`src/rtl/core/min_priority_queue_core_assert.svh`:
```
// ----------------------------------------------------------------------------
// min priority queue assertion macros
// concurrent assertion wrappers, compiled out for synthesis
// ----------------------------------------------------------------------------
`ifndef MIN_PRIORITY_QUEUE_CORE_ASSERT_SVH
`define MIN_PRIORITY_QUEUE_CORE_ASSERT_SVH

`ifndef SYNTHESIS

// checked on every clock edge outside reset
`define MPQ_ASSERT(lbl, clk, rst, prop) \
  lbl: assert property (@(posedge clk) disable iff (rst) (prop)) \
    else $error("mpq assertion failed");

// checked on every clock edge, reset included
`define MPQ_ASSERT_ALWAYS(lbl, clk, prop) \
  lbl: assert property (@(posedge clk) (prop)) \
    else $error("mpq assertion failed");

`else

`define MPQ_ASSERT(lbl, clk, rst, prop)
`define MPQ_ASSERT_ALWAYS(lbl, clk, prop)

`endif

`endif

```
`src/rtl/core/mpq_pkg.sv`:
```
// ----------------------------------------------------------------------------
// mpq_pkg
// shared types and constants of the min priority queue core
// ----------------------------------------------------------------------------
package mpq_pkg;

  localparam int FREQ_W          = 31;
  localparam int OCC_W           = 9;
  localparam int DEF_QUEUE_DEPTH = 256;
  localparam int DEF_HANDLE_BITS = 9;

  typedef enum logic {
    OP_INSERT  = 1'b0,
    OP_EXTRACT = 1'b1
  } op_t;

  typedef enum logic [1:0] {
    ST_INSERTED  = 2'd0,
    ST_EXTRACTED = 2'd1,
    ST_FULL      = 2'd2,
    ST_EMPTY     = 2'd3
  } status_t;

  typedef enum logic {
    S_IDLE = 1'b0,
    S_WORK = 1'b1
  } ctrl_state_t;

  // commands broadcast to the cell row
  typedef struct packed {
    logic ins_en;
    logic ext_en;
  } cell_ctl_t;

endpackage

```
`src/rtl/core/mpq_cell.sv`:
```
// ----------------------------------------------------------------------------
// mpq_cell
// one slot of the sorted row: keeps, takes the new entry, or shifts
// ----------------------------------------------------------------------------
module mpq_cell #(
  parameter int INDEX       = 0,
  parameter int HANDLE_BITS = mpq_pkg::DEF_HANDLE_BITS,
  parameter int CNT_W       = 9
) (
  input  logic                      clk,
  input  mpq_pkg::cell_ctl_t        ctl,
  input  logic [mpq_pkg::FREQ_W-1:0] new_key,
  input  logic [HANDLE_BITS-1:0]    new_handle,
  input  logic [CNT_W-1:0]          count,
  input  logic                      left_stay,
  input  logic [mpq_pkg::FREQ_W-1:0] left_key,
  input  logic [HANDLE_BITS-1:0]    left_handle,
  input  logic [mpq_pkg::FREQ_W-1:0] right_key,
  input  logic [HANDLE_BITS-1:0]    right_handle,
  output logic [mpq_pkg::FREQ_W-1:0] key,
  output logic [HANDLE_BITS-1:0]    handle,
  output logic                      stay
);
  import mpq_pkg::*;

  localparam logic [CNT_W-1:0] IDX_V = CNT_W'(INDEX);

  logic occupied;

  assign occupied = (count > IDX_V);
  // equal keys stay ahead of the new entry, so ties go out oldest first
  assign stay = occupied && !(key > new_key);

  always_ff @(posedge clk) begin
    if (ctl.ins_en) begin
      if (!stay) begin
        if (left_stay) begin
          key    <= new_key;
          handle <= new_handle;
        end else begin
          key    <= left_key;
          handle <= left_handle;
        end
      end
    end else if (ctl.ext_en) begin
      key    <= right_key;
      handle <= right_handle;
    end
  end

endmodule

```
`config.mk`:
```
export PLATFORM = sky130hd
export DESIGN_NAME = mpq_cell
export DESIGN_NICKNAME = d
export VERILOG_FILES = /design/src/rtl/core/min_priority_queue_core_assert.svh /design/src/rtl/core/mpq_pkg.sv /design/src/rtl/core/mpq_cell.sv
export SDC_FILE = /design/constraint.sdc
export NUM_CORES = 1
export LEC_CHECK = 0
export ABC_AREA = 1
export BUFFER_PORTS_ARGS = -buffer_cell sky130_fd_sc_hd__buf_2
export CORE_MARGIN = 2
export CORE_UTILIZATION = 41
export DETAILED_ROUTE_END_ITERATION = 6
export GPL_TIMING_DRIVEN = 0
export PLACE_DENSITY = 0.85
export SLEW_MARGIN = 10
export SYNTH_ARGS = -nofsm -noshare
export SYNTH_HDL_FRONTEND = slang
export SYNTH_SLANG_ARGS = --single-unit
```
`constraint.sdc`:
```
create_clock -name clk -period 8.3 [get_ports clk]
set_clock_uncertainty 0.05 [all_clocks]
set_input_delay 1.66 -clock clk [delete_from_list [all_inputs] [get_ports clk]]
set_output_delay 1.66 -clock clk [all_outputs]
set_load 0.01 [all_outputs]
```
## Word-level counts from Yosys, hierarchy flattened

Index checks and enable logic that the tools add are counted.

| cells by class | value |
|---|---|
| reduce and logical (&&, ||, !) cells | 4 |
| add/sub/neg operators | 0 |
| order comparisons | 2 |
| equal/unequal tests | 1 |
| multiply operators | 0 |
| bitwise gates (word level) | 0 |
| shifts and indexed selects | 0 |
| multiplexer cells | 8 |
| divide/modulo/power cells | 0 |

Operators by type and width:

| kind | number |
|---|---|
| $mux 31 | 4 |
| $mux 9 | 4 |
| $gt 31x31->1 | 1 |
| $gt 9x1->1 const B | 1 |
| $ne 2x2->1 const B | 1 |
| $reduce_and 2->1 | 1 |
| $reduce_bool 2->1 | 1 |
| $logic_and 1x1->1 | 1 |
| $logic_not 1->1 | 1 |

| storage, ports and cells | value |
|---|---|
| memories kept | 0 |
| register bits after elaboration | 40 |
| logic and storage cells | 17 |
| output and inout port bits | 41 |
| bits in writable memories | 0 |
| latch bits | 0 |
| bits in read-only memories | 0 |

## Logic depth before layout (Yosys ltp)

| logic depth | value |
|---|---|
| depth after elaboration | 5 |
| depth in mapped cells | 15 |

## Worst setup path before layout

OpenSTA, ideal clock, no wires.

| timing path | value |
|---|---|
| kind | in2out |
| start point | input new_key[22] (netlist name) |
| end point | output stay |
| cell stages on the path | 10 |
| setup slack | 3.949 ns |
| path buffers | 0 |
| arrival | 2.641 ns |
| cells stage by stage | inv_1 ha_1 nand2_1 nor2_2 nand4_1 nor2_4 nand4_1 nand2_1 nand2_1 inv_1 |

| between the ends | value |
|---|---|
| longest elaborated chain between the ends | 3 |

RTL lines:

| what | RTL line | text |
|---|---|---|
| from (decl) | mpq_cell.sv:12 | `input logic [mpq_pkg::FREQ_W-1:0] new_key,` |
| $gt 31x31->1 | mpq_cell.sv:32 | `assign stay = occupied && !(key > new_key);` |
| $logic_not 1->1 | mpq_cell.sv:32 |  |
| $logic_and 1x1->1 | mpq_cell.sv:32 |  |
| to (decl) | mpq_cell.sv:22 | `output logic stay` |

Every way passes these cells.

## Worst setup path after layout

| timing path | value |
|---|---|
| start point | input new_key[6] (netlist name) |
| end point | output stay |

The elaborated chain is that of the path after synthesis.

==> results.py <==
metrics = {
    "setup_path": {
        "start_kind": "input port",
        "path_cells": "buf_2 -> inv_1 -> ha_1 -> nand2_1 -> nor2_1 -> nand2_1 -> nand2_1 -> nand2_1 -> nand2_1 -> nand2_1 -> nand2_1 -> nand2_1 -> nand2_1 -> inv_1 -> buf_2",
        "reg2reg_slack_ns": 5.71,
        "endpoint_kind": "output port",
        "crit_arrival_ns": 3.07,
        "worst-path-max-fanout": 2,
        "crit_slowest_cell": "ha_1",
        "worstReg2RegEnd": "handle[7]",
        "criticalPathCategory": "in -> out",
        "slowest_delay_ns": 0.28,
        "crit_path_frequent_cell": "nand2_1",
        "worstPathRequired_ns": 6.59,
        "reg2reg_from": "key[5]",
        "cp-startpoint": "new_key[6]",
        "crit_end": "stay",
        "r2r_cells": 14,
    },
    "grt": {
        "grt_max_degree": 22,
        "gr-usage-met2_pct": 42.11,
        "grt_overflow": 0,
        "grt_use_met1_pct": 25.98,
        "grt_util_all_layers_pct": 22.50,
        "grt-busiest-layer": "met2",
        "grt_pass1_vias": 3099,
        "antenna_found_initial": 0,
        "grt_pass1_wl_mm": 13.61,
        "grtUsageMet3_pct": 4.384,
    },
    "yosys": {
        "syn_inst": 381,
        "ys_seq_elements": 40,
        "ys_warn_count": 0,
        "synth_top_area_share_pct": 41.17,
        "synth_most_common_cell": "nand2_1",
        "synth_top_family_by_area": "simple AND/OR/NAND/NOR gates",
        "synth_mux_area_share_pct": 0,
        "ys.flop_type": "edfxtp_1",
        "synth_compound_area_share_pct": 15.95,
        "synth_edf_count": 40,
        "synth.avg_cell_area_um2": 7.658,
        "yosys.area_share.xor_xnor_pct": 0,
        "async_reset_ff_share_pct": 0,
        "synthAdderAreaFrac_pct": 13.29,
        "ys_top_cells_by_count": "nand2_1, inv_1, nor2_1, o21ai_0, edfxtp_1",
        "syn-num-nets": 545,
        "yosysSeqAreaShare_pct": 41.17,
        "ys_types": 20,
        "synth_simple_gate_area_share_pct": 20.84,
        "synth_area_leader_cell": "edfxtp_1",
        "synth_area_um2": 2918,
        "yosys-top-cells-area": "edfxtp_1, ha_1, nand2_1",
    },
    "clock_tree": {
        "cts.path.max_buffers": 2,
        "hold_buffers": 0,
        "insertion_delay_ns": 0.29,
        "cts_resized": 0,
        "cts_tree": "done",
        "cts-root-buf": "clkbuf_8",
        "cts_setup_buffers": 0,
        "cts_buffers": 5,
        "cts.sinks": 40,
        "cts_max_level": 2,
        "path_clk_slew_ns": 0.09,
    },
    "finish": {
        "final_cells": 659,
        "syn2layout_area_growth_pct": 37.56,
        "fin_area_um2": 4014,
        "fillers": 645,
        "final_util_pct": 58.75,
        "multi_input_area_um2": 1464,
        "regArea_um2": 1201,
        "drive_gt1_share_pct": 33.93,
        "diodes": 0,
        "layout.nets": 726,
    },
    "placed_design": {
        "placedCellCount": 651,
        "post-dp-hpwl_mm": 7.123,
        "dpl_cell_area_um2": 3934,
        "port_buffers": 173,
        "finalWeightedCongestion": 0.8491,
        "dp_slack_ns": 3.508,
    },
    "timing": {
        "rsz0062_at_grt": "no",
        "slew_viol_final": 0,
        "fmax_mhz": 209.3,
        "slew_headroom_pct": 61.88,
        "setup_violations": 0,
        "setup_tns_ns": 0,
        "period_needed_ns": 4.778,
        "worst_pin_slew_ns": 0.5698,
        "holdWs_ns": 1.581,
        "final_hold_viol_count": 0,
        "setup_ws_ns": 3.522,
        "timing.final.crit_share_pct": 57.56,
    },
    "worst_hold_path": {
        "holdPathStages": 7,
        "hp-class": "reg -> reg",
    },
    "outcome": {
        "status": "finished clean",
    },
    "power_and_ir_drop": {
        "leakagePower_nw": 2.096,
        "p_total_mw": 0.5648,
        "powerDensity_nw_per_um2": 140.7,
        "vdd_drop_max_mv": 0.06473,
    },
    "route": {
        "vias": 3244,
        "via_per_inst": 4.923,
        "drt-initial-drc-count": 139,
        "wl_per_cell_um": 13.35,
        "totalWireLength_mm": 8.799,
        "post-route-drc-count": 0,
        "drtPass1Iterations": 4,
        "antenna_left": 0,
    },
    "floorplan": {
        "dieArea_um2": 7807,
        "initial_core_util_pct": 42.71,
        "die_w_um": 88.36,
        "fp-row-count": 30,
        "die_height_um": 88.36,
        "num_io_pins": 174,
        "coreArea_um2": 6832,
    },
    "job": {
        "cap_violations": 0,
    },
}
-- worst min path at each step --
stage	from	endpoint	slack [ns]
6_report	key[2]	key[22]	1.58
5_1_grt	right_key[26]	key[26]	1.59
4_1_cts	right_key[26]	key[26]	1.59
3_5_place_dp	key[2]	key[22]	1.58
3_3_place_gp	right_key[26]	key[26]	1.89
2_1_floorplan	right_key[26]	key[26]	1.80
-- cell families after synthesis --
group | Yosys count
buffers and inverters | 67
AND/OR/NAND/NOR | 151
flip-flops | 40
AO/OA/AOI/OAI | 92
adder cells (fa/ha/maj) | 31
-- metal layers --
metal / wire [um] / vias up / share of wire, %
met5: 0 / - / 0
met1: 3649 / 1477 / 41
met3: 527 / 14 / 6.0
met4: 140 / 0 / 1.6
met2: 4481 / 138 / 51
li1: - / 1615 / -
-- registers in the layout, summed over array words and instances (netlist names) --
signal and flops:
key 31, handle 9
-- power breakdown --
part / leakage (nW) / internal [mW] / total (mW) / switching, mW
Sequential: 0.388 / 0.251 / 0.261 / 0.00993
Clock: 0.0399 / 0.0587 / 0.129 / 0.0705
Combinational: 1.67 / 0.0752 / 0.174 / 0.0991
-- layout by cell type (no fill, tap or decap) --
| cell | count |
|---|---|
| inv_2 | 4 |
| nand3_1 | 2 |
| nor2_4 | 1 |
| inv_1 | 47 |
| edfxtp_1 | 40 |
| a21oi_1 | 10 |
| nand3_2 | 1 |
| nand4_1 | 2 |
| a21o_1 | 2 |
| ha_1 | 31 |
| and3_1 | 2 |
| nand2_2 | 1 |
| clkbuf_8 | 5 |
| clkbuf_1 | 17 |
| clkinv_1 | 1 |
| nor2_2 | 4 |
| and2_0 | 1 |
| o21ai_0 | 41 |
| nor3_1 | 2 |
| nand2_1 | 89 |
| nor2_1 | 46 |
| clkbuf_4 | 1 |
| o21ai_1 | 39 |
| buf_16 | 1 |
| buf_2 | 173 |
-- worst max-delay path, delay by kind of cell --
family,cells,cell delay (ns)
buffers and inverters,4,0.32
adder cells (fa/ha/maj),1,0.28
AND/OR/NAND/NOR,10,0.81
-- area by class of cell --
class,instances,area share (%)
Multi-Input combinational cell,274,36.47
Sequential cell,40,29.93
Timing Repair Buffer,174,22.26
Inverter,51,4.769
Tap cell,96,2.993
Clock buffer,7,1.901
Buffer,16,1.590
Clock inverter,1,0.09352
No activity file was read; power rests on OpenSTA's default activity.
