<file path="config.mk">
export PLATFORM = sky130hd
export DESIGN_NAME = mpq_ctrl
export DESIGN_NICKNAME = d
export VERILOG_FILES = /design/src/rtl/core/mpq_pkg.sv /design/src/rtl/core/mpq_ctrl.sv
export VERILOG_INCLUDE_DIRS = /design/src /design/src/rtl/core
export SDC_FILE = /design/constraint.sdc
export NUM_CORES = 1
export LEC_CHECK = 0
export BUFFER_PORTS_ARGS = -buffer_cell sky130_fd_sc_hd__buf_2
export CAP_MARGIN = 20
export CORE_ASPECT_RATIO = 1.2
export CORE_MARGIN = 2
export CORE_UTILIZATION = 45
export DETAILED_ROUTE_END_ITERATION = 12
export HOLD_SLACK_MARGIN = 0.1
export PLACE_DENSITY_LB_ADDON = 0.12
export RECOVER_POWER = 25
export SLEW_MARGIN = 10
export SYNTH_ARGS = -nofsm -noshare
export SYNTH_HDL_FRONTEND = slang
export SYNTH_SLANG_ARGS = --single-unit
</file>
<file path="constraint.sdc">
create_clock -name clk -period 7.8 [get_ports clk]
set_input_delay 0.78 -clock clk [delete_from_list [all_inputs] [get_ports clk]]
set_output_delay 0.78 -clock clk [all_outputs]
set_load 0.05 [all_outputs]
</file>
<file path="src/rtl/core/min_priority_queue_core_assert.svh">
// ----------------------------------------------------------------------------
// min priority queue assertion macros
// concurrent assertion wrappers, compiled out for synthesis
// ----------------------------------------------------------------------------
`ifndef MIN_PRIORITY_QUEUE_CORE_ASSERT_SVH
`define MIN_PRIORITY_QUEUE_CORE_ASSERT_SVH

`ifndef SYNTHESIS

// checked on every clock edge outside reset
`define MPQ_ASSERT(lbl, clk, rst, prop) \
  lbl: assert property (@(posedge clk) disable iff (rst) (prop)) \
    else $error("mpq assertion failed");

// checked on every clock edge, reset included
`define MPQ_ASSERT_ALWAYS(lbl, clk, prop) \
  lbl: assert property (@(posedge clk) (prop)) \
    else $error("mpq assertion failed");

`else

`define MPQ_ASSERT(lbl, clk, rst, prop)
`define MPQ_ASSERT_ALWAYS(lbl, clk, prop)

`endif

`endif

</file>
<file path="src/rtl/core/mpq_pkg.sv">
// ----------------------------------------------------------------------------
// mpq_pkg
// shared types and constants of the min priority queue core
// ----------------------------------------------------------------------------
package mpq_pkg;

  localparam int FREQ_W          = 31;
  localparam int OCC_W           = 9;
  localparam int DEF_QUEUE_DEPTH = 256;
  localparam int DEF_HANDLE_BITS = 9;

  typedef enum logic {
    OP_INSERT  = 1'b0,
    OP_EXTRACT = 1'b1
  } op_t;

  typedef enum logic [1:0] {
    ST_INSERTED  = 2'd0,
    ST_EXTRACTED = 2'd1,
    ST_FULL      = 2'd2,
    ST_EMPTY     = 2'd3
  } status_t;

  typedef enum logic {
    S_IDLE = 1'b0,
    S_WORK = 1'b1
  } ctrl_state_t;

  // commands broadcast to the cell row
  typedef struct packed {
    logic ins_en;
    logic ext_en;
  } cell_ctl_t;

endpackage

</file>
<file path="src/rtl/core/mpq_ctrl.sv">
// ----------------------------------------------------------------------------
// mpq_ctrl
// command sequencer, entry count and result register of the queue
// ----------------------------------------------------------------------------
module mpq_ctrl #(
  parameter int QUEUE_DEPTH = mpq_pkg::DEF_QUEUE_DEPTH,
  parameter int HANDLE_BITS = mpq_pkg::DEF_HANDLE_BITS,
  parameter int CNT_W       = $clog2(QUEUE_DEPTH + 1)
) (
  input  logic                       clk,
  input  logic                       rst,
  input  logic                       start,
  input  logic                       operation,
  input  logic [mpq_pkg::FREQ_W-1:0] entry_freq,
  input  logic [HANDLE_BITS-1:0]     entry_handle,
  input  logic [mpq_pkg::FREQ_W-1:0] head_key,
  input  logic [HANDLE_BITS-1:0]     head_handle,
  output logic                       busy,
  output mpq_pkg::cell_ctl_t         cell_ctl,
  output logic [mpq_pkg::FREQ_W-1:0] cmd_key,
  output logic [HANDLE_BITS-1:0]     cmd_handle,
  output logic [CNT_W-1:0]           count,
  output logic                       done,
  output mpq_pkg::status_t           status,
  output logic [mpq_pkg::FREQ_W-1:0] out_freq,
  output logic [HANDLE_BITS-1:0]     out_handle,
  output logic [mpq_pkg::OCC_W-1:0]  occupancy
);
  import mpq_pkg::*;

  localparam logic [CNT_W-1:0] DEPTH_V = CNT_W'(QUEUE_DEPTH);

  ctrl_state_t state, state_next;
  op_t         cmd_op;
  logic        full;
  logic        empty;
  logic [CNT_W+OCC_W-1:0] occ_ext;

  assign full  = (count == DEPTH_V);
  assign empty = (count == '0);

  // occupancy reports the low bits of the count
  assign occ_ext   = {{OCC_W{1'b0}}, count};
  assign occupancy = occ_ext[OCC_W-1:0];

  always_comb begin
    state_next = state;
    case (state)
      S_IDLE:  if (start) state_next = S_WORK;
      S_WORK:  state_next = S_IDLE;
      default: state_next = S_IDLE;
    endcase
  end

  always_comb begin
    busy            = 1'b0;
    cell_ctl.ins_en = 1'b0;
    cell_ctl.ext_en = 1'b0;
    case (state)
      S_IDLE: begin
        busy = 1'b0;
      end
      S_WORK: begin
        busy            = 1'b1;
        cell_ctl.ins_en = (cmd_op == OP_INSERT) && !full;
        cell_ctl.ext_en = (cmd_op == OP_EXTRACT) && !empty;
      end
      default: begin
        busy = 1'b0;
      end
    endcase
  end

  always_ff @(posedge clk) begin
    if (rst) begin
      state <= S_IDLE;
      count <= '0;
      done  <= 1'b0;
    end else begin
      state <= state_next;
      done  <= (state == S_WORK);
      if (cell_ctl.ins_en) begin
        count <= count + 1'b1;
      end else if (cell_ctl.ext_en) begin
        count <= count - 1'b1;
      end
    end
  end

  always_ff @(posedge clk) begin
    if (state == S_IDLE && start) begin
      cmd_op     <= op_t'(operation);
      cmd_key    <= entry_freq;
      cmd_handle <= entry_handle;
    end
    if (state == S_WORK) begin
      out_freq   <= '0;
      out_handle <= '0;
      if (cmd_op == OP_INSERT) begin
        status <= full ? ST_FULL : ST_INSERTED;
      end else if (empty) begin
        status <= ST_EMPTY;
      end else begin
        status     <= ST_EXTRACTED;
        out_freq   <= head_key;
        out_handle <= head_handle;
      end
    end
  end

`include "min_priority_queue_core_assert.svh"

  `MPQ_ASSERT(a_work_then_done, clk, rst, (state == S_WORK) |=> done)
  `MPQ_ASSERT(a_count_in_range, clk, rst, count <= DEPTH_V)
  `MPQ_ASSERT(a_insert_counts, clk, rst,
    (done && status == ST_INSERTED) |-> (count == CNT_W'($past(count) + 1'b1)))
  `MPQ_ASSERT(a_empty_result, clk, rst,
    (done && status == ST_EMPTY) |-> (count == '0 && out_freq == '0 && out_handle == '0))

endmodule

</file>
=== Word-level counts from Yosys, hierarchy flattened ===
Index checks and enable logic that the tools add are counted.

* Flip-flop bits (word level): 94
* Bits in latches: 0
* Memory bits (writable): 0
* Bits in read-only memories: 0
* Input port bits: 84
* Output and inout port bits: 104
* Logic and storage cells: 31
* Memories: 0

* Add/sub/neg operators: 2
* Multipliers: 0
* Div/mod/pow operators: 0
* Order comparisons: 0
* Eq/ne operators: 1
* Shifts and indexed selects: 0
* Mux-type cells: 9
* Bitwise gates (word level): 2
* Reduce and logical (&&, ||, !) cells: 8

{| class="wikitable"
|+ Operator list
! kind !! count
|-
| $mux 9 || 2
|-
| $add 9x1->9 const B || 1
|-
| $eq 9x9->1 const B || 1
|-
| $logic_not 9->1 || 1
|-
| $sub 9x1->9 const B || 1
|-
| $mux 2 || 4
|-
| $pmux 1 s2 || 2
|-
| $logic_and 1x1->1 || 3
|-
| $logic_not 1->1 || 2
|-
| $not 1->1 || 2
|-
| $reduce_bool 2->1 || 1
|-
| $reduce_or 2->1 || 1
|-
| $mux 1 || 1
|}

=== Logic depth before layout (Yosys ltp) ===
Gate-level depths: netlist of run 1.

* Word-level depth: 6
* Depth in mapped cells: 11
* Mapped depth without buffers: 11

=== Worst setup path after synthesis of run 1 ===
OpenSTA, ideal clock, no wires.

* Path kind: register to register
* Start point: register state
* End point: register count[8]
* Library setup time: 101 ps
* Data arrival time: 3687 ps
* Required time: 7699 ps
* Slack: 4012 ps
* Stages on the path, launching flop included: 10
* Path buffers: 0
* Period minus slack after synthesis: 3788 ps
* Cell sequence: dfxtp_1 nand2b_1 a21o_1 inv_1 fa_1 nand2b_1 a211oi_2 o31ai_1 mux2_1 o41ai_1

{| class="wikitable"
|+ RTL lines
! element !! line !! text
|-
| start: declaration || mpq_ctrl.sv:33 || <nowiki>ctrl_state_t state, state_next;</nowiki>
|-
| start signal: assignment || mpq_ctrl.sv:80 || <nowiki>state <= state_next;</nowiki>
|-
| end signal: assignment || mpq_ctrl.sv:83 || <nowiki>count <= count + 1'b1;</nowiki>
|-
| end signal: assignment || mpq_ctrl.sv:85 || <nowiki>count <= count - 1'b1;</nowiki>
|-
| end: declaration || mpq_ctrl.sv:22 || <nowiki>output logic [CNT_W-1:0] count,</nowiki>
|}

=== Worst setup path after layout of run 1 ===
* Start point: register state
* End point: register count[8]

* Word-level cells in the longest chain between the ends: 2
* Elaborated cells between the ends (all ways): 3
* Those cells by class: mux (2); reduce/logical (1)

{| class="wikitable"
|+ RTL lines
! element !! line !! text
|-
| $mux 2 (*) || mpq_ctrl.sv:59 || <nowiki>case (state)</nowiki>
|-
| $mux 9 or $reduce_bool 2->1 (tied branches) || n/a ||
|}

Mark *: on every way between the ends. The rest lies on a longest branch, timed or not.
A chain may end at the register's enable or synchronous reset.

==> results.cfg, run 1 <==
[power]
p_leak_nw = 2.13
power_density_mw_per_mm2 = 273
vdd_drop_max_mv = 0.160

[final_layout]
final_cells = 511
area_growth_pct = 33.1
fin_util_pct = 62.4
drive_above_1_share_pct = 49.9
diodes = 0
layout.nets = 506

[clock_tree]
cts_buffers = 9
cts_tree = yes
cts_max_level = 3
cts-resized-gates = 0
cts-root-buf = clkbuf_8
clock_sinks = 94
cts_hold_buf = 0
cts_setup_buffers = 0
cts_buffer_depth = 2
clk_latency_ns = 0.35
path_clk_slew_ns = 0.09

[floorplanning]
io_pins = 188
rows = 35
die_x_um = 86.1
initial_utilization_pct = 46.9
die_y_um = 102
core_sq_mm = 0.00775
dieArea_sq_mm = 0.00882

[place]
hpwl_um = 5870
dp_cells = 493
portBuffers = 187
gp_congestion = 0.809
dpl_worst_slack_ns = 4.60

[routing]
avgRoutedWirePerCell_um = 15.6
routed_via_density = 4.86
drtIter0Drc = 89
drc = 0
antenna_left = 0
wirelength_um = 7980
drt_first_pass_iters = 4
vias = 2483

[setup_path]
max_stage_delay_ns = 1.83
cp.buffers_inverters = 1
critPathSlowestCell = clkbuf_1
cp_top_family = buffers and inverters
regToRegEndpoint = count[8]
worst-setup-path-type = reg2reg
crit_fanout = 49
worst-endpoint-required_ns = 8.05
worst_path_most_repeated_cell = a21o_1
end_kind = flip-flop
rrSetupSlack_ns = 3.32
cp.depth = 9
cp.arrival_ns = 4.73
r2r-start = state
crit_chain = clkbuf_1, nand2b_1, a21o_1, ha_1, a21o_1, a21o_1, o31ai_1, mux2_1, o41ai_1
setup.worst_path.start_class = flip-flop
worst_r2r_path_depth = 9

[grt]
grt_pass1_vias = 2359
gr-total-overflow = 0
met1_usage_pct = 19.1
grt_max_degree = 50
met2_usage_pct = 31.8
grt_most_used_layer = met2
antenna_found_initial = 0
grt_use_met3_pct = 5.01
grt.total_usage_pct = 17.5
grt_pass1_wl_um = 11600

[min_path]
hold_class = reg2reg
holdPathEnd = count[7]
hold_path_startpoint = count[7]
hold-path-cell-count = 2

[timing]
tightest_slew_ns = 2.59
slew_headroom_pct = -72.6
finalSetupTns_ns = 0
finClkSkew_ns = 0.0167
finalHoldViolCount = 0
period_needed_ns = 4.48
setup_viol = 0
setup_ws_ns = 3.32
rsz0062_at_grt = no
slew_violations = 50
fmax_mhz = 223
finalCritPeriodShare_pct = 57.5

[run]
maxCapViolations = 1

[logic_synthesis]
syn-num-nets = 321
synth_cell_type_count = 39
yosysWarnings = 0
synth-seq-cells = 94
syn_inst = 229
netlist_area_sq_mm = 0.00364
syn_area_per_cell_sq_um = 15.9
synth.area.top_cells = edfxtp_1 (69%), and2_1 (7.2%), dfxtp_1 (6.1%)
synth_seq_area_share_pct = 74.6
yosysTopAreaCell = edfxtp_1
yosysTopAreaCellShare_pct = 68.5

[run_status]
violations = capacitance limit, slew limit
status = finished with violations
-- worst max-delay path by stage --
stage                   from          end  slack (ns)
detailed placement  count[0]     count[8]        4.60
finish                 state     count[8]        3.32
floorplan              state     count[8]        4.01
global placement    count[0]     count[8]        4.69
global route           state     count[8]        2.86
CTS                 count[0]  cell_ctl[0]        4.40
-- where the power goes --
part	total [mW]	switching [mW]	internal, mW
sequential	0.615	0.0168	0.598
clock	0.331	0.176	0.155
combinational	0.376	0.264	0.112
total	1.32	0.457	0.865
-- cell type report --
cell class	instances	area, sq um
clock buffers	9	124
clock inverters	7	83.8
fillers	651	2910
inverters	6	22.5
multi-input cells	113	806
flip-flops and latches	94	2710
well taps	92	115
repair buffers	190	975
-- placed cells by master (no fill, tap or decap), types with 2 or more instances in the layout --
cell type,count
buf_2,187
ha_1,7
nand4_1,2
inv_1,6
o21ai_0,2
clkbuf_8,9
xor2_1,2
o21a_1,2
dfxtp_1,11
a211oi_1,2
nand3_1,6
nor4_1,3
a21oi_1,3
xnor2_1,4
nand2_1,2
a21o_1,4
or4_1,2
nor2_1,9
and2_1,42
o31ai_1,2
inv_6,4
nand2b_1,2
edfxtp_1,83
mux2i_1,3
-- worst reg2reg max path: stages, from the launching register on --
cell and delay (ns):
dfxtp_1 0.31, clkbuf_1 1.83, nand2b_1 0.22, a21o_1 0.37
ha_1 0.41, a21o_1 0.22, a21o_1 0.21, o31ai_1 0.27
mux2_1 0.35, o41ai_1 0.21
-- Yosys cell counts --
master and number:
a31oi_1 1, clkbuf_1 5, o21ai_1 1, inv_1 6, ha_1 7, fa_1 1
dfxtp_1 11, a21o_1 4, a211oi_2 1, nor2b_1 1, nand2_1 2, o41ai_1 1
xnor2_1 4, o21a_1 2, nand3_1 6, and2_1 42, buf_6 1, mux2_1 1
or2_2 1, nand4_1 2, buf_4 9, buf_2 1, edfxtp_1 83, o31ai_1 2
xor2_1 2, o311ai_2 1, or4_1 2, o21ai_0 2, a21oi_1 3, a41oi_1 1
o21bai_1 1, a211oi_1 2, o31a_1 1, nor4_1 3, mux2i_1 3, nand2b_1 2
or3_1 1, nor2_1 9, o41a_1 1
-- routing by layer --
layer,routed length [um],part of all wire (%),vias to the layer above
li1,-,-,1202
met1,3010,38,1168
met2,4240,53,101
met3,552,6.9,12
met4,175,2.2,0
met5,0,0,-
-- state kept, by name, indices dropped and copies added, names as in the netlist --
name	count
cmd_key	31
out_handle	9
count	9
out_freq	31
done	1
status	2
state	1
cmd_handle	9
cmd_op	1
-- cells by family after synthesis --
group           Yosys count  synth area share, %
flops                    94                 74.6
simple gates             71                 11.3
compound gates           24                 5.09
buf+inv                  22                 3.44
fa+ha+maj                 8                 2.96
xor+xnor                  6                 1.45
mux                       4                 1.14
-- through the flow --
stage | power (mW) | area (sq um) | hold slack (ns)
after floorplan | 0.920 | 3640 | 0.421
after global placement | 0.991 | 4600 | 0.501
after detailed placement | 0.997 | 4600 | 0.528
after CTS | 1.33 | 4810 | 0.537
after global routing | 1.38 | 4840 | 0.560
final | 1.32 | 4840 | 0.533
Note: power is estimated with default switching activity, not from simulation.
==> inputs of run 2 (changes only) <==
clock period = 4.61 ns   (was 7.8 ns; I/O delays follow)
==> run 2 against run 1 <==
Net effect: the flow still finishes with violations (capacitance limit, slew limit); power up 67%; critical path depth shrank 6; global-route usage is 0.12 points lower; combinational power is 67% higher; clock power increased by 64%; first-iteration DRC count is 30% higher; sequential share of layout area rose by 0.12 points; via count decreased by 0.48%; flip-flop and latch count unchanged; critical path type is now reg2out; largest cell class unchanged.
==> results.cfg, run 2 (synthesis gave the netlist of run 1 again) <==
[timing]
period_needed_ns = 3.52
finClkSkew_ns = 0.0133
slew_violations = 49
fin_hold_ws_ns = 0.280
finalSetupTns_ns = 0
rsz0062_at_grt = no
fmax_mhz = 284
setup_ws_ns = 1.09
tightest_slew_ns = 2.52
setup_viol = 0
finalCritPeriodShare_pct = 76.3
slew_headroom_pct = -67.7
finalHoldViolCount = 0

[clock_tree]
cts_hold_buf = 0
cts_tree = yes
cts-root-buf = clkbuf_8
cts_max_level = 3
clk_latency_ns = 0.35
cts_setup_buffers = 0
path_clk_slew_ns = 0.10
cts_buffer_depth = 2
cts-resized-gates = 0
clock_sinks = 94
cts_buffers = 9

[setup_path]
end_kind = output port
rrSetupSlack_ns = 1.15
worst_r2r_path_depth = 6
setup.worst_path.start_class = flip-flop
worst-setup-path-type = reg2out
worst-endpoint-required_ns = 4.15
cp.arrival_ns = 3.06
crit_fanout = 48

[floorplanning]
dieArea_sq_mm = 0.00882
core_sq_mm = 0.00775
rows = 35
io_pins = 188
die_y_um = 102
die_x_um = 86.1
initial_utilization_pct = 46.9

[power]
vdd_drop_max_mv = 0.287
p_leak_nw = 2.13
power_mw = 2.21
power_density_mw_per_mm2 = 458

[min_path]
hold_class = in2reg
hold-path-cell-count = 1

[final_layout]
reg.largest.list = cmd_key (31), out_freq (31)
final_area_sq_mm = 0.00483
layout_commonest_cell = buf_2
layout.nets = 506
area_growth_pct = 32.8
drive_above_1_share_pct = 49.4
mostFrequentLayoutCells = buf_2 (187), edfxtp_1 (83), and2_1 (42)
diodes = 0
final_cells = 511
num-fill-cells = 638
fin_util_pct = 62.3

[routing]
routed_via_density = 4.84
drt_first_pass_iters = 4
avgRoutedWirePerCell_um = 15.7
antenna_left = 0
wirelength_um = 8030
drtIter0Drc = 116
vias = 2471
drc = 0

[grt]
grt_pass1_vias = 2269
gr-total-overflow = 0
grt.total_usage_pct = 17.4
grt_pass1_wl_um = 11500
antenna_found_initial = 0
grt_max_degree = 49

[place]
dpl_worst_slack_ns = 1.38
gp_congestion = 0.787
placed_area_sq_mm = 0.00461
portBuffers = 187
dp_cells = 494
hpwl_um = 5840

[run_status]
violations = capacitance limit, slew limit
status = finished with violations

[run]
maxCapViolations = 1
[run 2: changes by cell type in the layout (fill, tap and decap cells not counted), sizes merged]
cell | before | now
clkinv | 0 | 4
inv | 11 | 7
[run 2: path summary, 6_finish.rpt]
check / start / to
worst max register to register: state / count[8]
worst min-delay path: entry_freq[27] / cmd_key[27]
worst min register to register: count[6] / count[6]
worst max-delay path: state / cell_ctl[0]
[run 2: critical path, stage by stage (launching register included)]
cell      delay [ns]
dfxtp_1         0.33
clkbuf_1        1.79
and2_1          0.31
buf_2           0.27
[run 2: routing by layer]
metal	GRT usage [%]	vias up	wire, um
met2	30.8	100	4230
li1	-	1206	-
met3	4.60	13	583
met5	0	-	0
met4	6.11	0	162
met1	20.4	1152	3050
[run 2: report_power, final]
| group | switching [mW] | total (mW) | internal (mW) |
|---|---|---|---|
| Clock | 0.289 | 0.542 | 0.253 |
| Sequential | 0.0289 | 1.04 | 1.01 |
| Combinational | 0.444 | 0.629 | 0.186 |
| Total | 0.762 | 2.21 | 1.45 |
[run 2: area by class of cell]
class	count	area, sq um	area share (%)
sequential	94	2710	56.2
timing repair buffer	190	975	20.2
multi-input combinational	113	806	16.7
clock buffer	9	124	2.57
tap	92	115	2.38
clock inverter	7	73.8	1.53
inverter	6	22.5	0.466
